$ cat src/sv/sba_pkg.sv
// Package for the stack blur block: shared types and constants.
// No dependencies.
`default_nettype none
package sba_pkg;
  localparam logic FUNC_LOAD = 1'b0;
  localparam logic FUNC_READ = 1'b1;
  localparam logic [1:0] REG_RADIUS = 2'd0;
  localparam logic [1:0] REG_WIDTH  = 2'd1;
  localparam logic [1:0] REG_HEIGHT = 2'd2;

  typedef struct packed {
    logic       func;
    logic [7:0] red;
    logic [7:0] green;
    logic [7:0] blue;
    logic [7:0] alpha;
  } cmd_t;
endpackage
`default_nettype wire

$ cat src/sv/sba_queue.sv
// Two-entry queue between the command front end and the blur engine.
// Depends on sba_pkg.
`default_nettype none
module sba_queue import sba_pkg::*; (
  input  wire       clk,
  input  wire       rst_n,
  input  wire       flush,
  input  wire       push,
  input  wire cmd_t push_data,
  output logic      full,
  input  wire       pop,
  output logic      empty,
  output cmd_t      pop_data
);
  cmd_t       mem_r [2];
  logic       wp_r, rp_r;
  logic [1:0] cnt_r;

  assign full     = cnt_r == 2'd2;
  assign empty    = cnt_r == 2'd0;
  assign pop_data = mem_r[rp_r];

  always_ff @(posedge clk) begin
    if (push) mem_r[wp_r] <= push_data;
    if (!rst_n || flush) begin
      wp_r <= 1'b0; rp_r <= 1'b0; cnt_r <= 2'd0;
    end else begin
      if (push) wp_r <= ~wp_r;
      if (pop)  rp_r <= ~rp_r;
      cnt_r <= cnt_r + {1'b0, push} - {1'b0, pop};
    end
  end
endmodule
`default_nettype wire

$ cat config.mk
export PLATFORM = sky130hd
export DESIGN_NAME = sba_queue
export DESIGN_NICKNAME = d
export VERILOG_FILES = /design/src/sv/sba_pkg.sv /design/src/sv/sba_queue.sv
export SDC_FILE = /design/constraint.sdc
export NUM_CORES = 1
export LEC_CHECK = 0
export BUFFER_PORTS_ARGS = -buffer_cell sky130_fd_sc_hd__buf_2
export CAP_MARGIN = 20
export CORE_MARGIN = 2
export CORE_UTILIZATION = 40
export DETAILED_ROUTE_END_ITERATION = 16
export PLACE_DENSITY = 0.64
export SLEW_MARGIN = 20
export SYNTH_ARGS = -nofsm -noshare
export SYNTH_HDL_FRONTEND = slang
export SYNTH_SLANG_ARGS = --single-unit
$ cat constraint.sdc
create_clock -name clk -period 6.24 [get_ports clk]
set_input_delay 0.312 -clock clk [delete_from_list [all_inputs] [get_ports clk]]
set_output_delay 0.312 -clock clk [all_outputs]
set_load 0.1 [all_outputs]
### Word level (Yosys, flattened, before mapping)

Memories as Yosys holds them, arrays and structs flattened. A register that Yosys moved wholly into a read port is not among the register bits.
Index checks and enable logic that the tools add are counted.

* latch bits: 0
* memory bits (writable): 66
* register bits: 4
* memories: 1
* word-level logic and storage cells: 16
* ROM bits: 0

* multiply operators: 0
* shift operators: 0
* div/mod/pow operators: 0
* bitwise operators: 2
* magnitude comparators: 0
* equal/unequal tests: 1
* reductions and logical operators: 3
* muxes and demuxes: 4
* add/subtract/negate cells: 2

Memory list
* mem_r: words 2, bits a word 33, read ports 1, clocked after Yosys merged registers in 1, write ports 1, RTL line sba_queue.sv:15 `cmd_t mem_r [2];`

Operator list (count)
* 1-bit two-way mux: 4
* 2-bit by 1-bit adder with 2-bit output: 1
* 2-bit equality test, second input constant: 1
* 2-bit logical NOT: 1
* 1-bit NOT: 2
* 2-bit by 1-bit subtractor with 2-bit output: 1
* 1-bit logical NOT: 1
* 1-bit logical OR: 1

### Depth between registers and ports, before layout

* depth after elaboration: 3
* depth in mapped cells: 6

### Least setup slack after synthesis

OpenSTA, ideal clock, no wires.

* kind: register to register
* start point: register wp_r
* end point: memory mem_r[0][0] in the netlist's numbering (enable)
* stages on the path, launching flop included: 2
* clock period less this slack: 2.239 ns
* required time: 5.813 ns
* arrival: 1.812 ns
* path buffers: 0
* path slack: 4.001 ns
* path through: dfxtp_1 nor2b_1

RTL lines
* from (decl): RTL line sba_queue.sv:16 `logic wp_r, rp_r;`
* from (signal assigned): RTL line sba_queue.sv:28 `if (push) wp_r <= ~wp_r;`
* to (decl): RTL line sba_queue.sv:15

No word-level cell before the write port.

==> reports/results.txt <==
status: completed
drt initial violations: 47
CTS H-tree lvls: 3
GPL Wtd Cong: 0.754
Max Cap Viol: 0
Post-Synthesis Net Count: 166
peak supply drop: 0.000110 V
initial antenna violation count: 0
Synth Warn #: 0
main combinational cell family by area after synthesis: multiplexers
multiplexer share of the synthesized area: 17.5%
RSZ-0062 raised after global routing: no
fin crit period: 2.08 ns
largest net degree at the start of global routing: 34
Nets: 246
Vias: 1321
first-pass GRT wire length: 6440 µm
Largest delay share family, worst path: flip-flops
Slowest-stage cell, CP: dfxtp_4
final global-route overflow total: 0
worst slack at placement: 4.10 ns
Ports: 73
Pwr Density: 329 mW/mm²
final wirelength: 4350 µm
Post-synth top flop: edfxtp_1
instance count of the mapped netlist: 126
EDFF count, synth: 66
Final ANT Viol Nets: 0
die width: 87.1 µm
CP required: 5.93 ns
crit path cell chain: mux2_2 > buf_2
Max-slew headroom: 35.4%
DR pass1 iterations: 4
Crit. End Element: output port
Yosys top cell by area: edfxtp_1
Final Max Slew Viols: 0
clk buf depth: 2
layout cells sized above 1: 57.9%
Area contributors post-synth: edfxtp_1 (72%), mux2_4 (16%), dfxtp_1 (3.6%)
Layout Skew: 0.00614 ns
Worst Setup Start Kind: register
CP arrival: 1.77 ns
Final Hold Vio Count: 0
Final setup violation count: 0
CTS buffer count: 9
cts repair resizes: 0
Synth top area share: 71.8%
HPWL after DPL: 2790 µm
Setup Buffers After CTS: 0
Critical Path Fanout Max: 33
Worst-Skew Late Latency: 0.33 ns
Post-Synth Simple-Gate Area: 1.72%
DRC: 0
post-synth cell types: 14
P_leak: 1.33 nW
CP bufs+invs: 1
Num Clock Sinks: 71
Mean Syn Cell Area: 21.9 µm²
die area: 0.00758 mm²
CORE AREA: 0.00672 mm²
root buffer cell: clkbuf_8
Critical Path Max Stage Delay: 0.74 ns
most frequent cells after synthesis: edfxtp_1 (66), mux2_4 (30), nor2_1 (6)
type of the worst setup path: register to output port
Yosys reg bits: 71
most common cell in the netlist: edfxtp_1
Sum Neg Setup Slack: 0 ns
Total GRT Usage: 12.0%
Final WS setup: 4.16 ns
Post-Synth Adder-Cell Area: 0.906%
CTS tree: yes
f_max: 480 MHz
# hold bufs at CTS: 0
Power Total: 1.10 mW
Die Y: 87.1 µm
port bufs: 72
via/cell ratio: 4.57
Worst Tran Pin Value: 0.967 ns
Synth Cell Area: 0.00276 mm²
initial core utilization: 41.1%
# rows: 30
post-synthesis xor/xnor area fraction: 1.45%
clock slew at reported path FFs: 0.07 ns
drt wl/cell: 15.1 µm
Min-Delay Path Class: input port to register
Tcrit/Tclk final: 33.4%
area grow syn2layout: 21.1%
vias in the first global route: 1305
# diodes: 0
final-layout fill cell count: 584
sequential share of the synthesized area: 75.4%
Synth Area in Compound Gates: 0%
FFs w/ async S/R, synth: 0%
==> flip-flops by register name (all words and copies together), names as in the netlist, named ones only <==
register / flops
wp_r: 1
rp_r: 1
mem_r: 66
cnt_r: 2
==> cells by family after synthesis <==
family        Yosys count
flops                  71
xor+xnor                3
simple gates           10
mux                    33
fa+ha+maj               2
buf+inv                 7
==> cell usage in the layout (no fill, tap or decap), drive strengths merged <==
cell type and n:
clkbuf 9, buf 73, ha 2, nand2b 1, bufinv 1, nor2b 2, xnor3 1, edfxtp 66
clkinv 3, clkinvlp 1, nor2 6, inv 3, mux2 33, and2 1, xnor2 2, dfxtp 5
==> worst paths after layout <==
check                    startpoint                endpoint  slack, ns  cells past startpoint
setup / recovery           register             pop_data[0]       4.16                      2
hold / removal        push_data[19]  mem_r[1][19]$_DFFE_PP_       0.17                      1
setup reg to reg  wp_r$_SDFFE_PP0P_  mem_r[0][18]$_DFFE_PP_       4.74                      1
hold reg to reg   rp_r$_SDFFE_PP0P_                register       0.52                      2
==> power by group <==
part	total (mW)	leakage (nW)	switching [mW]	internal, mW
Combinational	0.217	0.582	0.166	0.0507
Clock	0.329	0.0884	0.152	0.177
Sequential	0.555	0.661	0.0115	0.544
==> area by class of cell <==
class	count	area (µm²)	share of cell area, %
well taps	80	100	2.99
flip-flops and latches	71	2090	62.4
repair buffers	73	368	11.0
multi-input cells	48	604	18.1
clock buffers	9	124	3.70
inverters	3	11.3	0.337
clock inverters	5	51.3	1.53
==> routing by layer <==
metal,global-route usage [%],vias to the layer above,share of wire [%]
met5,0,-,0
met4,6.82,0,1.6
met3,3.79,5,5.7
met2,19.2,45,51
met1,14.2,636,41
li1,-,635,-
==> metrics by stage <==
stage / util, % / std cells / instance area, µm² / hold WS [ns]
final: 49.8 / 289 / 3340 / 0.167
after global routing: 49.8 / 289 / 3340 / 0.139
after CTS: 49.7 / 289 / 3340 / 0.151
after detailed placement: 47.1 / 275 / 3170 / 0.501
after global placement: 47.1 / 275 / 3170 / 0.494
after floorplan: - / 126 / 2760 / 0.411
No activity file was read; power rests on OpenSTA's default activity.
